## src/rtl/cdcw_pkg.sv

```systemverilog
// ----------------------------------------------------------------------------
// cdcw_pkg
// Shared types, codes and calendar helper functions for the Gregorian date
// counter with weekday output.
// ----------------------------------------------------------------------------
`default_nettype none

package cdcw_pkg;

	// Field widths fixed by the interface.
	localparam int DAY_W   = 5;
	localparam int MONTH_W = 4;
	localparam int YEAR_W  = 14;
	localparam int WDAY_W  = 3;

	// Offset added to the year before the day number sum (March-based year).
	localparam int JDN_YEAR_OFS = 4800;
	localparam int YY_W         = 15;

	// Reciprocal constants for division by 100 and by 7.
	localparam int RECIP100       = 5243;
	localparam int RECIP100_SHIFT = 19;
	localparam int RECIP7         = 18725;
	localparam int RECIP7_SHIFT   = 17;
	localparam int Q100_W         = 9;
	localparam int Q7_W           = 13;

	// Operation codes of an input transaction.
	typedef enum logic [1:0] {
		OP_LOAD  = 2'd0,
		OP_NEXT  = 2'd1,
		OP_PREV  = 2'd2,
		OP_QUERY = 2'd3
	} op_t;

	// Status codes of a result transaction.
	typedef enum logic [1:0] {
		ST_OK     = 2'd0,
		ST_REJECT = 2'd1,
		ST_LIMIT  = 2'd2
	} status_t;

	typedef struct packed {
		logic [DAY_W-1:0]   day;
		logic [MONTH_W-1:0] month;
		logic [YEAR_W-1:0]  year;
	} date_t;

	// Floor division by 100 for values below 32768, by reciprocal multiply.
	function automatic logic [Q100_W-1:0] div100(input logic [YY_W-1:0] x);
		logic [31:0] p;
		begin
			p = 32'(x) * 32'(RECIP100);
			return p[RECIP100_SHIFT+Q100_W-1:RECIP100_SHIFT];
		end
	endfunction

	// Gregorian leap year test.
	function automatic logic is_leap(input logic [YEAR_W-1:0] y);
		logic [Q100_W-1:0] q;
		logic [YEAR_W-1:0] rem;
		begin
			q   = div100(YY_W'(y));
			rem = y - YEAR_W'(YEAR_W'(q) * YEAR_W'(100));
			return (y[1:0] == 2'b00) && ((rem != '0) || (q[1:0] == 2'b00));
		end
	endfunction

	// Number of days in a month; zero for month codes that mean nothing.
	function automatic logic [DAY_W-1:0] month_len(input logic [MONTH_W-1:0] m,
	                                                input logic leap);
		logic [DAY_W-1:0] n;
		begin
			case (m)
				4'd1, 4'd3, 4'd5, 4'd7, 4'd8, 4'd10, 4'd12: n = 5'd31;
				4'd4, 4'd6, 4'd9, 4'd11:                     n = 5'd30;
				4'd2:                                         n = leap ? 5'd29 : 5'd28;
				default:                                      n = 5'd0;
			endcase
			return n;
		end
	endfunction

	// (153 * mm + 2) / 5 modulo 7, indexed by calendar month.
	function automatic logic [WDAY_W-1:0] month_offset(input logic [MONTH_W-1:0] m);
		logic [WDAY_W-1:0] t;
		begin
			case (m)
				4'd1:    t = 3'd5;
				4'd2:    t = 3'd1;
				4'd3:    t = 3'd0;
				4'd4:    t = 3'd3;
				4'd5:    t = 3'd5;
				4'd6:    t = 3'd1;
				4'd7:    t = 3'd3;
				4'd8:    t = 3'd6;
				4'd9:    t = 3'd2;
				4'd10:   t = 3'd4;
				4'd11:   t = 3'd0;
				4'd12:   t = 3'd2;
				default: t = 3'd0;
			endcase
			return t;
		end
	endfunction

endpackage

`default_nettype wire

```

## src/rtl/calendar_date_counter_weekday.sv

```systemverilog
// ----------------------------------------------------------------------------
// calendar_date_counter_weekday
// Gregorian date counter with load, next day, previous day and query
// operations; every transaction returns the resulting date, weekday and status.
// ----------------------------------------------------------------------------
// Channel  Handshake             Payload
// in       in_valid / in_ready   operation, load_day, load_month, load_year
// out      out_valid / out_ready cur_day, cur_month, cur_year, weekday, status
//
// One transaction is accepted per cycle while in_ready is high; its result
// passes the date register, then three weekday stages (divide by 100, day
// number sum, remainder by 7).
// Reset puts the date at January 1 of YEAR_MIN and empties the pipeline.
// Every stage moves on when the stage after it is empty or moving, so a
// stalled result stops only the stages behind it that are occupied.
// ----------------------------------------------------------------------------
`default_nettype none

module calendar_date_counter_weekday #(
	parameter int YEAR_MIN = 1000,
	parameter int YEAR_MAX = 9999
) (
	input  wire logic                          clk,
	input  wire logic                          arst_n,
	input  wire logic                          in_valid,
	output logic                               in_ready,
	input  wire logic [1:0]                    operation,
	input  wire logic [cdcw_pkg::DAY_W-1:0]    load_day,
	input  wire logic [cdcw_pkg::MONTH_W-1:0]  load_month,
	input  wire logic [cdcw_pkg::YEAR_W-1:0]   load_year,
	output logic                               out_valid,
	input  wire logic                          out_ready,
	output logic [cdcw_pkg::DAY_W-1:0]         cur_day,
	output logic [cdcw_pkg::MONTH_W-1:0]       cur_month,
	output logic [cdcw_pkg::YEAR_W-1:0]        cur_year,
	output logic [cdcw_pkg::WDAY_W-1:0]        weekday,
	output logic [1:0]                         status
);
	import cdcw_pkg::*;

	logic    valid_s1;
	logic    ready_s2;
	date_t   date_s1;
	status_t status_s1;

	// Date register and operation logic.
	cdcw_date_step #(
		.YEAR_MIN (YEAR_MIN),
		.YEAR_MAX (YEAR_MAX)
	) u_step (
		.clk        (clk),
		.arst_n     (arst_n),
		.in_valid   (in_valid),
		.in_ready   (in_ready),
		.operation  (operation),
		.load_day   (load_day),
		.load_month (load_month),
		.load_year  (load_year),
		.ready_s2   (ready_s2),
		.valid_s1   (valid_s1),
		.date_s1    (date_s1),
		.status_s1  (status_s1)
	);

	// Weekday pipeline and output register.
	cdcw_weekday u_wday (
		.clk       (clk),
		.arst_n    (arst_n),
		.valid_s1  (valid_s1),
		.ready_s2  (ready_s2),
		.date_s1   (date_s1),
		.status_s1 (status_s1),
		.out_valid (out_valid),
		.out_ready (out_ready),
		.cur_day   (cur_day),
		.cur_month (cur_month),
		.cur_year  (cur_year),
		.weekday   (weekday),
		.status    (status)
	);

`ifndef ASSERT_OFF
	// With no result pending the whole pipeline can move, so input is taken.
	assert property (@(posedge clk) disable iff (!arst_n)
		!out_valid |-> in_ready)
		else $error("input stalled while no result is pending");

	// A range limit can only be reported on the first or last day of a year.
	assert property (@(posedge clk) disable iff (!arst_n)
		(out_valid && status == ST_LIMIT) |->
		((cur_day == 5'd31 && cur_month == 4'd12) ||
		 (cur_day == 5'd1 && cur_month == 4'd1)))
		else $error("range limit reported away from a year boundary");

	// Delivered dates and weekdays are always well formed.
	assert property (@(posedge clk) disable iff (!arst_n)
		out_valid |-> (cur_month >= 4'd1 && cur_month <= 4'd12 &&
		               cur_day >= 5'd1 && weekday != 3'd7))
		else $error("malformed date or weekday delivered");
`endif

endmodule

`default_nettype wire

```

## src/rtl/cdcw_date_step.sv

```systemverilog
// ----------------------------------------------------------------------------
// cdcw_date_step
// Holds the current date and applies one operation per accepted transaction:
// load with validation, step forward, step back, or query.
// ----------------------------------------------------------------------------
`default_nettype none

module cdcw_date_step #(
	parameter int YEAR_MIN = 1000,
	parameter int YEAR_MAX = 9999
) (
	input  wire logic                      clk,
	input  wire logic                      arst_n,
	input  wire logic                      in_valid,
	output logic                           in_ready,
	input  wire logic [1:0]                operation,
	input  wire logic [cdcw_pkg::DAY_W-1:0]   load_day,
	input  wire logic [cdcw_pkg::MONTH_W-1:0] load_month,
	input  wire logic [cdcw_pkg::YEAR_W-1:0]  load_year,
	input  wire logic                      ready_s2,
	output logic                           valid_s1,
	output cdcw_pkg::date_t                date_s1,
	output cdcw_pkg::status_t              status_s1
);
	import cdcw_pkg::*;

	localparam logic [YEAR_W-1:0] YMIN = YEAR_W'(YEAR_MIN);
	localparam logic [YEAR_W-1:0] YMAX = YEAR_W'(YEAR_MAX);

	logic [DAY_W-1:0]   day_q;
	logic [MONTH_W-1:0] month_q;
	logic [YEAR_W-1:0]  year_q;

	logic               accept;
	op_t                op;
	logic               leap_cur;
	logic               leap_load;
	logic [DAY_W-1:0]   len_cur;
	logic [DAY_W-1:0]   len_prev;
	logic [DAY_W-1:0]   len_load;
	logic               load_ok;
	date_t              nxt;
	status_t            st;

	// The stage is free when empty or when its transaction moves on.
	assign in_ready = !valid_s1 || ready_s2;
	assign accept   = in_valid && in_ready;

	// Next date and status for the operation at the input.
	always_comb begin
		op        = op_t'(operation);
		leap_cur  = is_leap(year_q);
		leap_load = is_leap(load_year);
		len_cur   = month_len(month_q, leap_cur);
		len_prev  = month_len(month_q - 4'd1, leap_cur);
		len_load  = month_len(load_month, leap_load);
		load_ok   = (load_year >= YMIN) && (load_year <= YMAX)
		            && (load_month >= 4'd1) && (load_month <= 4'd12)
		            && (load_day >= 5'd1) && (load_day <= len_load);

		nxt.day   = day_q;
		nxt.month = month_q;
		nxt.year  = year_q;
		st        = ST_OK;

		case (op)
			OP_LOAD: begin
				if (load_ok) begin
					nxt.day   = load_day;
					nxt.month = load_month;
					nxt.year  = load_year;
				end else begin
					st = ST_REJECT;
				end
			end
			OP_NEXT: begin
				if (year_q >= YMAX && month_q == 4'd12 && day_q == 5'd31) begin
					st = ST_LIMIT;
				end else if (day_q < len_cur) begin
					nxt.day = day_q + 5'd1;
				end else begin
					nxt.day = 5'd1;
					if (month_q >= 4'd12) begin
						nxt.month = 4'd1;
						nxt.year  = year_q + 14'd1;
					end else begin
						nxt.month = month_q + 4'd1;
					end
				end
			end
			OP_PREV: begin
				if (year_q <= YMIN && month_q == 4'd1 && day_q == 5'd1) begin
					st = ST_LIMIT;
				end else if (day_q > 5'd1) begin
					nxt.day = day_q - 5'd1;
				end else if (month_q <= 4'd1) begin
					// December always has 31 days, so the year change does not matter.
					nxt.month = 4'd12;
					nxt.year  = year_q - 14'd1;
					nxt.day   = 5'd31;
				end else begin
					nxt.month = month_q - 4'd1;
					nxt.day   = len_prev;
				end
			end
			OP_QUERY: begin
				st = ST_OK;
			end
			default: begin
				st = ST_OK;
			end
		endcase
	end

	// The date register doubles as the first pipeline stage's payload.
	always_ff @(posedge clk or negedge arst_n) begin
		if (!arst_n) begin
			day_q    <= 5'd1;
			month_q  <= 4'd1;
			year_q   <= YMIN;
			valid_s1 <= 1'b0;
		end else begin
			if (accept) begin
				day_q    <= nxt.day;
				month_q  <= nxt.month;
				year_q   <= nxt.year;
				valid_s1 <= 1'b1;
			end else if (ready_s2) begin
				valid_s1 <= 1'b0;
			end
		end
	end

	always_ff @(posedge clk) begin
		if (accept) begin
			status_s1 <= st;
		end
	end

	assign date_s1.day   = day_q;
	assign date_s1.month = month_q;
	assign date_s1.year  = year_q;

endmodule

`default_nettype wire

```

## src/rtl/cdcw_weekday.sv

```systemverilog
// ----------------------------------------------------------------------------
// cdcw_weekday
// Three-stage pipeline that derives the weekday of a date from its day
// number modulo 7 and holds the finished result for the output channel.
// ----------------------------------------------------------------------------
`default_nettype none

module cdcw_weekday (
	input  wire logic                          clk,
	input  wire logic                          arst_n,
	input  wire logic                          valid_s1,
	output logic                               ready_s2,
	input  wire cdcw_pkg::date_t               date_s1,
	input  wire cdcw_pkg::status_t             status_s1,
	output logic                               out_valid,
	input  wire logic                          out_ready,
	output logic [cdcw_pkg::DAY_W-1:0]         cur_day,
	output logic [cdcw_pkg::MONTH_W-1:0]       cur_month,
	output logic [cdcw_pkg::YEAR_W-1:0]        cur_year,
	output logic [cdcw_pkg::WDAY_W-1:0]        weekday,
	output logic [1:0]                         status
);
	import cdcw_pkg::*;

	logic              valid_s2, valid_s3, valid_s4;
	logic              ready_s3, ready_s4;

	date_t             date_s2, date_s3, date_s4;
	status_t           status_s2, status_s3, status_s4;
	logic [YY_W-1:0]   yy_s2;
	logic [Q100_W-1:0] q100_s2;
	logic [WDAY_W-1:0] mofs_s2;
	logic [YY_W-1:0]   sum_s3;
	logic [WDAY_W-1:0] wday_s4;

	logic [YY_W-1:0]   yy_c;
	logic [YY_W-1:0]   sum_c;
	logic [31:0]       prod7_c;
	logic [Q7_W-1:0]   q7_c;
	logic [YY_W-1:0]   rem7_c;

	// Each stage advances when the next one is empty or moving.
	assign ready_s4 = !valid_s4 || out_ready;
	assign ready_s3 = !valid_s3 || ready_s4;
	assign ready_s2 = !valid_s2 || ready_s3;

	always_ff @(posedge clk or negedge arst_n) begin
		if (!arst_n) begin
			valid_s2 <= 1'b0;
			valid_s3 <= 1'b0;
			valid_s4 <= 1'b0;
		end else begin
			if (ready_s2) begin
				valid_s2 <= valid_s1;
			end
			if (ready_s3) begin
				valid_s3 <= valid_s2;
			end
			if (ready_s4) begin
				valid_s4 <= valid_s3;
			end
		end
	end

	// Stage 2: March-based year and its quotient by 100.
	always_comb begin
		yy_c = YY_W'(date_s1.year) + YY_W'(JDN_YEAR_OFS)
		       - ((date_s1.month <= 4'd2) ? 15'd1 : 15'd0);
	end

	always_ff @(posedge clk) begin
		if (ready_s2 && valid_s1) begin
			date_s2   <= date_s1;
			status_s2 <= status_s1;
			yy_s2     <= yy_c;
			q100_s2   <= div100(yy_c);
			mofs_s2   <= month_offset(date_s1.month);
		end
	end

	// Stage 3: day number reduced by 365 = 1 and -32045 = +1 (mod 7).
	always_comb begin
		sum_c = YY_W'(date_s2.day) + YY_W'(mofs_s2) + yy_s2 + (yy_s2 >> 2)
		        - YY_W'(q100_s2) + YY_W'(q100_s2 >> 2) + 15'd1;
	end

	always_ff @(posedge clk) begin
		if (ready_s3 && valid_s2) begin
			date_s3   <= date_s2;
			status_s3 <= status_s2;
			sum_s3    <= sum_c;
		end
	end

	// Stage 4: remainder by 7 through the reciprocal.
	always_comb begin
		prod7_c = 32'(sum_s3) * 32'(RECIP7);
		q7_c    = prod7_c[RECIP7_SHIFT+Q7_W-1:RECIP7_SHIFT];
		rem7_c  = sum_s3 - YY_W'(YY_W'(q7_c) * YY_W'(7));
	end

	always_ff @(posedge clk) begin
		if (ready_s4 && valid_s3) begin
			date_s4   <= date_s3;
			status_s4 <= status_s3;
			wday_s4   <= rem7_c[WDAY_W-1:0];
		end
	end

	assign out_valid = valid_s4;
	assign cur_day   = date_s4.day;
	assign cur_month = date_s4.month;
	assign cur_year  = date_s4.year;
	assign weekday   = wday_s4;
	assign status    = status_s4;

endmodule

`default_nettype wire

```

## config.mk

```make
export PLATFORM = sky130hd
export DESIGN_NAME = calendar_date_counter_weekday
export DESIGN_NICKNAME = d
export VERILOG_FILES = /design/src/rtl/cdcw_pkg.sv /design/src/rtl/calendar_date_counter_weekday.sv /design/src/rtl/cdcw_date_step.sv /design/src/rtl/cdcw_weekday.sv
export SDC_FILE = /design/constraint.sdc
export NUM_CORES = 1
export LEC_CHECK = 0
export ABC_AREA = 1
export BUFFER_PORTS_ARGS = -buffer_cell sky130_fd_sc_hd__buf_2
export CORE_MARGIN = 2
export CORE_UTILIZATION = 65
export DETAILED_ROUTE_END_ITERATION = 12
export PLACE_DENSITY = 0.82
export SLEW_MARGIN = 20
export SYNTH_ARGS = -nofsm -noshare
export SYNTH_HDL_FRONTEND = slang
export SYNTH_SLANG_ARGS = --single-unit
```

## constraint.sdc

```tcl
create_clock -name clk -period 16.4 [get_ports clk]
set_clock_uncertainty 0.15 [all_clocks]
set_input_delay 2.46 -clock clk [delete_from_list [all_inputs] [get_ports clk]]
set_output_delay 2.46 -clock clk [all_outputs]
set_load 0.005 [all_outputs]
```

==> flow_summary.json, run 1 <==
{
  "outcome": "finished, final reports clean",
  "drv_slew": 0,
  "gp_congestion": 0.910,
  "vias": 17600,
  "die_w_um": 196,
  "synth_top_family_by_area": "adder cells",
  "r2r_slack_ns": 6.54,
  "max-slew-margin-rel_pct": 29.9,
  "hold_depth": 0,
  "grt_pass1_wl_um": 88600,
  "post-cts-setup-buffer-count": 0,
  "reg2reg_from": "u_step.year_q[4]",
  "antenna_found_initial": 0,
  "period_share_pct": 76.0,
  "die_y_um": 196,
  "setup_viol": 0,
  "ant_nets": 0,
  "synthCells": 2577,
  "synth_edf_count": 122,
  "cp-start-kind": "input pin",
  "hold_buffers": 0,
  "rows": 70,
  "ys_warn_count": 0,
  "syn_avg_cell_area_um2": 9.28,
  "drv_cap": 0,
  "hold_viol_final": 0,
  "via_per_inst": 5.61,
  "final_cell_mix": "628 x inv_1, 553 x ha_1, 298 x nand2_1",
  "cts_buffer_depth": 2,
  "hp-class": "reg2reg",
  "rsz0062_at_grt": "no",
  "slowest_stage": "nor4_4",
  "clk_latency_ns": 0.43,
  "fp.dieArea_um2": 38300,
  "synthMuxAreaShare_pct": 0,
  "syn_nets": 3415,
  "slowest_delay_ns": 0.68,
  "grt_pass1_vias": 18500,
  "synth_xor_area_share_pct": 3.84,
  "clock.fmax_mhz": 80.2,
  "dp_hpwl_um": 44800,
  "syn-cell-area_um2": 23900,
  "fill_cells": 2643,
  "drive_gt1_share_pct": 4.77,
  "ys_ff_latch": 149,
  "arrival_ns": 12.62,
  "path_clk_slew_ns": 0.07,
  "worst_pin_slew_ns": 1.05,
  "track_usage_pct": 28.8,
  "layout_min_cycle_time_ns": 12.47,
  "synthArstFlopShare_pct": 18.1,
  "drt_wl_total_um": 53000,
  "endpoint_kind": "flop",
  "area_delta_synth_final_pct": 6.04,
  "coreArea_um2": 36400,
  "tns_ns": 0,
  "crit_required_ns": 16.55,
  "holdPathEnd": "u_wday.status_s3[0]",
  "wl_per_cell_um": 17.0,
  "synthAdderAreaFrac_pct": 50.4,
  "cts_buffers": 17,
  "crit_fanout": 16,
  "cts_tree": "yes",
  "numPortBuffers": 58,
  "r2r-end": "u_step.year_q[1]",
  "first_pass_iters": 5,
  "path_common_cell": "inv_1",
  "grt_max_degree": 53,
  "ys_seq_area_share_pct": 18.2,
  "reg2regPathDepth": 46,
  "pre_cts_ws_ns": 3.49,
  "drt_iter0_markers": 1018,
  "start_util_pct": 65.6,
  "num_io_pins": 59,
  "diodes": 0,
  "nNetsFinal": 3485,
  "overflow": 0,
  "h-tree-depth": 4,
  "min_from": "u_wday.status_s2[0]",
  "ctsResizeCount": 0,
  "synthSimpleGateAreaFrac_pct": 10.0,
  "clkSinkCount": 149,
  "crit_type": "in2reg",
  "ys_types": 56,
  "final_common_cell": "inv_1",
  "drc": 0,
  "synth_compound_area_share_pct": 7.40,
  "dominantRegCellSynth": "edfxtp_1",
  "worst_slack_ns": 3.93,
  "cts-root-buf": "clkbuf_16"
}
## worst max-delay path, delay by kind of cell
| kind | cells | cell delay (ns) |
|---|---|---|
| adder cells (fa/ha/maj) | 12 | 4.70 |
| AND/OR/NAND/NOR | 14 | 2.40 |
| AO/OA/AOI/OAI | 10 | 1.54 |
| buffers and inverters | 10 | 0.89 |
| XOR/XNOR | 3 | 0.59 |
## registers in the layout, indices dropped and copies added (netlist names), 2 cells and up
name,count
u_wday.cur_year,14
u_wday.status_s3,2
u_wday.date_s2,23
u_wday.weekday,3
u_wday.status,2
u_wday.q100_s2,9
u_wday.date_s3,23
u_wday.yy_s2,15
u_wday.sum_s3,15
u_step.status_s1,2
u_wday.status_s2,2
u_wday.cur_month,4
u_wday.mofs_s2,3
u_step.day_q,5
u_step.year_q,14
u_wday.cur_day,5
u_step.month_q,4
## worst max-delay path by stage
stage	to	cells past startpoint	slack, ns	start
floorplan	u_step.year_q[10]	48	5.31	load_year[5]
global placement	u_step.year_q[2]	49	3.93	load_year[5]
detailed placement	u_step.year_q[1]	49	3.49	load_year[5]
CTS	u_step.year_q[1]	49	3.91	load_year[5]
global route	u_step.year_q[2]	49	2.99	load_year[5]
finish	u_step.year_q[1]	49	3.93	load_year[5]
## area by class of cell
class                           count  area, um2  share of cell area (%)
Multi-Input combinational cell   1783      17100                    67.6
Sequential cell                   149       4350                    17.1
Inverter                          634       2380                    9.38
Tap cell                          468        586                    2.31
Clock buffer                       17        425                    1.68
Timing Repair Buffer               62        320                    1.26
Clock inverter                     15        165                   0.651
## cell families (layout without fill, tap and decap cells)
kind of cell             after synthesis  in the layout
XOR/XNOR                             105            105
AND/OR/NAND/NOR                      559            559
adder cells (fa/ha/maj)              809            809
buffers and inverters                645            728
AO/OA/AOI/OAI                        310            310
flip-flops                           149            149
## per-stage QoR
step	util (%)	hold slack (ns)	instances	cell area, um2
final	69.6	0.268	3128	25400
after global routing	69.6	0.275	3128	25400
after CTS	69.6	0.270	3128	25400
after detailed placement	68.0	0.255	3096	24800
after global placement	68.0	0.251	3096	24800
after floorplan	-	0.250	2577	23900
## cell usage after synthesis, types with 2 or more instances
master     instances  share of area (%)
o21bai_1          11               0.35
xor2_1            71                2.6
inv_1            629                9.9
a22oi_1            2              0.063
nand4_1           24               0.63
nor2_1           117                1.8
o221ai_1           4               0.15
nand3b_1           5               0.16
a211o_1            2              0.073
xnor2_1           34                1.2
nor4_1             5               0.13
inv_2              5              0.078
nand3_1           75                1.6
o21a_1             5               0.16
a21oi_1          150                3.1
buf_2              2              0.042
o32ai_1            2              0.073
nand2_4            2              0.094
ha_1             553                 29
or2_2              6               0.16
fa_1             256                 21
clkbuf_1           7               0.11
o31ai_1            2              0.063
a31oi_1           11               0.29
a21o_1             6               0.19
nand2_1          298                4.7
a211oi_1          10               0.31
o22ai_1            7               0.18
edfxtp_1         122                 15
o21ai_1            4              0.084
nor3_1            14               0.29
o2111ai_1          4               0.15
o211ai_1           7               0.22
nand2_2            3              0.078
dfrtp_1           19                2.0
dfstp_2            8               0.88
o21ai_0           76                1.6
## layer usage
metal	up-vias	global-route usage, %	wire length [um]
met5	-	0	0
met4	0	9.37	1620
met3	124	2.42	2450
met2	537	53.0	27200
met1	8427	35.9	21800
li1	8470	-	-
Power of run 1 is left out: the tool's default activity adds up to more than one toggle a clock period on the data nets, which glitch-free logic cannot reach.
==> run 2, diff against run 1 <==
Settings changed: ABC_AREA 1 to 0.
Clock period 16.4 ns to 11.5 ns, I/O delays scaled along.
==> run 2 against run 1 <==
  * The flow now finishes with violations (setup timing)
  * Register-to-register slack worse by 5.8 ns
  * Synthesized cell count down 14%
  * Via count down 5.8%
  * Flip-flop and latch count unchanged
  * Die area down 4.3%
  * Synthesized area down 4.3%
  * Worst hold slack worse by 0.0011 ns
  * Worst setup slack worse by 4.0 ns
  * Design area up 1.9%
  * Clock-buffer cell count unchanged
  * Core utilization up 5.0 points
  * Highest routed layer is now met5
==> flow_summary.json, run 2 <==
{
  "yosys-top-cells-count": "553 x ha_1, 533 x inv_1, 256 x fa_1",
  "layout_min_cycle_time_ns": 11.55,
  "ys_seq_area_share_pct": 19.0,
  "syn_nets": 3042,
  "max-slew-margin-rel_pct": 24.4,
  "cts-root-buf": "clkbuf_16",
  "hold_viol_final": 0,
  "pre_cts_ws_ns": -0.659,
  "synth_area_leader_cell": "ha_1",
  "syn_avg_cell_area_um2": 10.4,
  "r2r-end": "u_step.month_q[3]",
  "ys_ff_latch": 149,
  "drt_wl_total_um": 54600,
  "reg2reg_from": "u_step.year_q[5]",
  "die_y_um": 192,
  "path_common_cell": "inv_1",
  "synth_xor_area_share_pct": 4.21,
  "cts_buffers": 17,
  "synth.most_common_cell": "ha_1",
  "synth_top_area_share_pct": 30.2,
  "clk_latency_ns": 0.44,
  "vias": 16500,
  "hold_depth": 0,
  "drv_slew": 0,
  "fp.dieArea_um2": 36700,
  "start_util_pct": 66.1,
  "nNetsFinal": 3224,
  "synthCells": 2204,
  "synth_area_leaders": "ha_1 30%, fa_1 22%, edfxtp_1 16%",
  "synth_top_family_by_area": "adder cells",
  "slowest_stage": "fa_1",
  "grt_max_degree": 53,
  "ant_nets": 0,
  "worst_slack_ns": -0.0463,
  "cts_tree": "yes",
  "synthSimpleGateAreaFrac_pct": 5.83,
  "ys_types": 74,
  "num_io_pins": 59,
  "endpoint_kind": "flop",
  "final_common_cell": "ha_1",
  "period_share_pct": 100,
  "synthMuxAreaShare_pct": 0.448,
  "antenna_found_initial": 2,
  "overflow": 0,
  "cp-startpoint": "load_year[7]",
  "setup_viol": 6,
  "gp_congestion": 0.924,
  "h-tree-depth": 4,
  "die_w_um": 192,
  "drv_cap": 0,
  "holdPathEnd": "u_wday.date_s3[12]",
  "reg.largest.list": "u_wday.date_s2: 23 flops, u_wday.date_s3: 23 flops",
  "worst_pin_slew_ns": 1.13,
  "synthAdderAreaFrac_pct": 52.6,
  "outcome": "complete, but fails checks",
  "ys_warn_count": 0,
  "via_per_inst": 5.79,
  "cts_buffer_depth": 2,
  "synthArstFlopShare_pct": 18.1,
  "coreArea_um2": 34600,
  "first_pass_iters": 7,
  "track_usage_pct": 30.4,
  "syn-cell-area_um2": 22900,
  "reg2regPathDepth": 38,
  "min_from": "u_wday.date_s2[12]",
  "hold_buffers": 0,
  "rows": 68,
  "tns_ns": -0.150,
  "grt_pass1_vias": 17800,
  "violations": "setup timing",
  "crit_required_ns": 11.67,
  "synth_compound_area_share_pct": 8.83,
  "wl_per_cell_um": 19.1,
  "hp-class": "reg2reg",
  "slowest_delay_ns": 0.56,
  "crit_type": "in2reg",
  "dp_hpwl_um": 43500,
  "clkSinkCount": 149,
  "area_delta_synth_final_pct": 13.0,
  "grt_pass1_wl_um": 87200,
  "clock.fmax_mhz": 86.6,
  "arrival_ns": 11.72,
  "cp-start-kind": "input pin",
  "drive_gt1_share_pct": 13.3,
  "drt_iter0_markers": 1136,
  "final_cell_mix": "532 x ha_1, 526 x inv_1, 253 x fa_1",
  "numPortBuffers": 58,
  "crit_fanout": 4,
  "drc": 0,
  "path_clk_slew_ns": 0.07,
  "rsz0062_at_grt": "yes",
  "synth_edf_count": 122,
  "r2r_slack_ns": 0.79,
  "dominantRegCellSynth": "edfxtp_1"
}
[run 2: cell count changes after synthesis, sizes merged, moves of 38 or more]
cell	change
a21oi	-73
inv	-101
nand2	-246
nand3	-52
nor2	-50
xnor2	+43
xor2	-38
[run 2: cells by family (layout without fill, tap and decap cells)]
logic type | Yosys count | in the layout
other cells | 0 | 1
buf+inv | 550 | 745
simple gates | 267 | 267
compound gates | 309 | 309
xor+xnor | 110 | 110
fa+ha+maj | 809 | 809
flops | 149 | 149
mux | 10 | 10
[run 2: final cells by class]
| class | count | area (um2) |
|---|---|---|
| antenna | 1 | 2.50 |
| clock inverter | 15 | 169 |
| multi-input combinational | 1505 | 17000 |
| timing repair buffer | 179 | 1360 |
| sequential | 149 | 4350 |
| tap | 455 | 569 |
| clock buffer | 17 | 425 |
| fill | 2086 | 8780 |
| inverter | 534 | 2000 |
[run 2: worst max-delay path: cells and delay by family]
| kind | cells | cell delay (ns) |
|---|---|---|
| AO/OA/AOI/OAI | 14 | 2.80 |
| XOR/XNOR | 2 | 0.25 |
| adder cells (fa/ha/maj) | 12 | 4.51 |
| buffers and inverters | 12 | 1.37 |
| multiplexers | 1 | 0.34 |
| AND/OR/NAND/NOR | 6 | 0.69 |
[run 2: worst max-delay path by stage]
stage	endpoint	slack, ns
floorplan	u_step.month_q[2]	0.002
global placement	u_step.month_q[2]	-0.27
finish	u_step.month_q[3]	-0.05
CTS	u_step.month_q[3]	0.007
detailed placement	u_step.day_q[3]	-0.66
global route	u_step.year_q[13]	-0.46
[run 2: routing by layer]
layer	wire, um	GRT usage, %	vias to the layer above
met2	26900	52.8	553
met3	3560	5.48	163
met4	2040	12.5	2
met5	9	0	-
li1	-	-	7669
met1	22100	37.5	8156
[run 2: what timing repair did]
| item | in CTS | in global routing |
|---|---|---|
| setup endpoints to repair | 22 | 23 |
| setup buffers | 7 | 15 |
| pin swaps | 53 | 51 |
| cloned | 0 | 3 |
| resized for setup | 47 | 87 |
[run 2: stage by stage]
step                      area (um2)  instances  util [%]  hold WS [ns]
after floorplan                22900       2204         -         0.250
after global placement         24400       2797      70.6         0.250
final                          25800       2855      74.6         0.266
after global routing           25800       2854      74.6         0.272
after CTS                      25300       2836      73.1         0.266
after detailed placement       24400       2797      70.6         0.255
Power of run 2 is left out for the same reason.
